<file path="config.mk">
export PLATFORM = sky130hd
export DESIGN_NAME = lob_ram
export DESIGN_NICKNAME = d
export VERILOG_FILES = /design/src/rtl/lob_ram.sv
export SDC_FILE = /design/constraint.sdc
export NUM_CORES = 1
export LEC_CHECK = 0
export ABC_CLOCK_PERIOD_IN_PS = 1700
export BUFFER_PORTS_ARGS = -buffer_cell sky130_fd_sc_hd__buf_2
export CAP_MARGIN = 40
export CORE_MARGIN = 1
export CORE_UTILIZATION = 54
export DETAILED_ROUTE_END_ITERATION = 10
export HOLD_SLACK_MARGIN = 0.1
export MAX_ROUTING_LAYER = met4
export PLACE_DENSITY = 0.82
export SLEW_MARGIN = 20
export SYNTH_ARGS = -nofsm -noshare
export SYNTH_HDL_FRONTEND = slang
export SYNTH_SLANG_ARGS = --single-unit
</file>
<file path="constraint.sdc">
create_clock -name i_clk -period 1.7 [get_ports i_clk]
set_clock_uncertainty 0.1 [all_clocks]
set_input_delay 0.085 -clock i_clk [delete_from_list [all_inputs] [get_ports i_clk]]
set_output_delay 0.085 -clock i_clk [all_outputs]
set_load 0.02 [all_outputs]
</file>
<file path="src/rtl/lob_ram.sv">
`timescale 1ns / 1ps
// ----------------------------------------------------------------------------
// lob_ram
// generic simple dual port ram, one write and one registered read port
// ----------------------------------------------------------------------------
module lob_ram #(
    parameter int WIDTH = 8,
    parameter int DEPTH = 16
) (
    input  logic                     i_clk,
    input  logic                     i_we,
    input  logic [$clog2(DEPTH)-1:0] i_waddr,
    input  logic [WIDTH-1:0]         i_wdata,
    input  logic [$clog2(DEPTH)-1:0] i_raddr,
    output logic [WIDTH-1:0]         o_rdata
);

    logic [WIDTH-1:0] mem [DEPTH];
    logic [WIDTH-1:0] r_rdata;

    always_ff @(posedge i_clk) begin
        if (i_we) begin
            mem[i_waddr] <= i_wdata;
        end
        r_rdata <= mem[i_raddr];
    end

    assign o_rdata = r_rdata;

endmodule

</file>
==> results.md <==
* Largest net degree at the start of global routing at 33
* Cells after Synth at 229
* Initial core utilization at 55.7%
* Slowest-stage cell, CP: mux4_1
* Post-synth cell types at 19
* Met2 Use GR at 38.0%
* Global-route wire length before repair at approximately 16 mm
* CTS tree: done
* Antenna cells at 0
* Max-Cap Viols at 0
* Worst reg2reg path startpoint: mem[4][1]
* Initial DRC count at 314
* Top post-synthesis cells by area: edfxtp_1 (75%), mux4_2 (7.9%), mux4_1 (7.1%), dfxtp_1 (3.1%), a22oi_1 (2.3%)
* Die area at roughly 10000 um^2
* Seq/Total Area, Yosys at roughly 78%
* CTS Buf Count at 17
* Max incr delay on CP at between 0.6 and 0.7 ns
* Clk slew on worst S/H paths at roughly 0.06 ns
* Main synth FF type: edfxtp_1
* RR Endpoint: o_rdata[1]
* Status: complete, no violations
* Num rows at 35
* CTS root buf: clkbuf_8
* Avg Inst Size Synth at ~22 um^2
* Required time worst endpoint at just under 2 ns
* Fmax achieved at slightly above 600 MHz
* Static Leakage at between 2 and 2.5 nW
* Crit start category: primary input
* Layout cell share with drive strength beyond 1 at between 30% and 40%
* Post-Route WL at roughly 10 mm
* Via count at between 2000 and 3000
* Total negative slack at 0 ns
* Post-CTS Setup Inserts at 0
* Met1 usage at a little under a third
* Number of enable flip-flop cells after synthesis at about 130
* Initial antenna violation count at 0
* Grt total ovfl at 0
* Final setup fails at 0
* Cell chain of the critical path: dlygate4sd3_1 -> buf_2 -> buf_12 -> mux4_1 -> a22oi_1 -> nand2_1
* Synth warn at 0
* DRC viols at 0
* Fin crit period at approximately 1.6 ns
* Top cell type's share of synthesized area at between 70% and 80%
* Area delta synth->final at 21.6%
* Core area at 9240 um^2
* CP arrival at approximately 1.9 ns
* FF+latch count, synth at between 100 and 150
* Port-buffer cells at 25
* DP Cell Count at roughly 400
* Slew Limit Fails at 0
* Die Wd at 99.6 um
* Min-Delay Path Depth at 5
* Met3 GRT Util at 6.75%
* Worst min-delay path class: in2reg
* Top Usage Layer GRT: met2
* Measured slew at the worst slew-check pin at 0.433 ns
* Reg2Reg Depth at 3
* Drt first pass iters at 6
* Net count after synthesis at 247
* CTS sink count at roughly 140
* Hpwl dp at approximately 6 mm
* Gr usage total at about a quarter
* Max VDD drop at 749 uV
* Clock Path Buffers at 2
* Crit. End Element: register
* Num ports at 26
* Fin crit share at between 90% and 100%
* Worst skew pair latency at around 0.51 ns
* CTS resizes at 0
* Pwr dens at between 1000 and 1500 nW/um^2
* Commonest cells post-synth: edfxtp_1 (128), mux4_2 (18), a22oi_1 (16)
* Slew headroom at 71.1%
* RePlAce Congestion at 0.763
* Final design utilization at 67.7%
* Detail Route Antenna Nets at 0
* Fin. Hold Viols at 0
* Fillers at 590
* Final hold slack at 0.134 ns
* Hold bufs inserted after CTS at 15
* Die height at around 100 um
* Hold Startpoint: i_raddr[1]
* R2r setup slk at 0.20 ns
* Crit Path Max Fanout at 23
* Post-Synthesis Cell Area at 5150 um^2
* Yosys top cell by area: edfxtp_1
* Fin cells at 444
* Vias/cell at 5.79
* Vias in the first global route at 2618
* Synth async-reset ratio at 0%
* H-tree depth at 4
* Most numerous cell in the Yosys netlist: edfxtp_1
* Hold path endpoint: o_rdata[2]
* RSZ-0062 raised after global routing: no
* WS Path Type: in2reg
* Wire length per cell at 23.4 um
* Fin nets at 320
## cells in the final DEF, fill, tap and decap left out, types with 2 or more instances in the layout
cell and count:
clkinvlp_4 6, mux4_1 14, nand2b_1 2, mux4_2 18
buf_2 25, edfxtp_1 128, buf_4 22, clkbuf_16 16
a22oi_1 16, dfxtp_1 8, clkinv_2 3, nor2_1 13
bufinv_16 2, dlygate4sd3_1 15, nand2_1 9, nor3_1 4
buf_12 2, nand3b_1 2, clkbuf_1 2
## worst max-delay path by stage
stage,start,to,slack [ns]
2_1_floorplan,i_waddr[2],mem[0][0],0.02
4_1_cts,i_raddr[0],o_rdata[1],0.06
3_3_place_gp,i_raddr[0],o_rdata[1],0.10
5_1_grt,i_raddr[0],o_rdata[1],0.01
6_report,i_raddr[0],o_rdata[1],0.07
3_5_place_dp,i_raddr[0],o_rdata[1],0.07
## routing by layer
layer,wire [um],vias to the layer above
met5,0,-
met4,88,0
met3,752,8
met2,5380,130
met1,4160,1311
li1,-,1122
## flip-flops by register name, indices dropped and copies added (netlist names)
register  flops
mem         128
o_rdata       8
## cell families (layout without fill, tap and decap cells)
kind of cell,count (synthesis),in the layout,share of synthesized area (%)
and+or+nand+nor,35,35,3.18
AOI/OAI and AO/OA,16,16,2.33
buffers and inverters,10,96,1.68
DFF,136,136,77.8
muxes,32,32,15.0
## final cells by class
| cell class | instances | area, um^2 | share of cell area (%) |
|---|---|---|---|
| multi-input cells | 83 | 1060 | 16.9 |
| clock inverters | 13 | 133 | 2.12 |
| clock buffers | 19 | 422 | 6.74 |
| well taps | 129 | 161 | 2.58 |
| flip-flops and latches | 136 | 4000 | 64.0 |
| repair buffers | 64 | 480 | 7.68 |
## worst max-delay path: cells and delay by family
family,cells,cell delay (ns)
AO/OA/AOI/OAI,1,0.22
buffers and inverters,3,0.89
multiplexers,1,0.61
AND/OR/NAND/NOR,1,0.11
## metrics by stage
stage	area [um^2]	worst slack [ns]	power, mW
after floorplan	5150	0.0221	4.05
after global placement	5550	0.100	4.20
after detailed placement	5550	0.0696	4.21
after CTS	6260	0.0601	7.58
after global routing	6260	0.0115	7.76
final	6260	0.0664	7.54
## power by group
| group | internal, mW | switching, mW |
|---|---|---|
| registers | 3.75 | 0.0228 |
| logic | 0.177 | 0.228 |
| clock network | 2.07 | 1.29 |
Power figures use the tool's default switching activity.
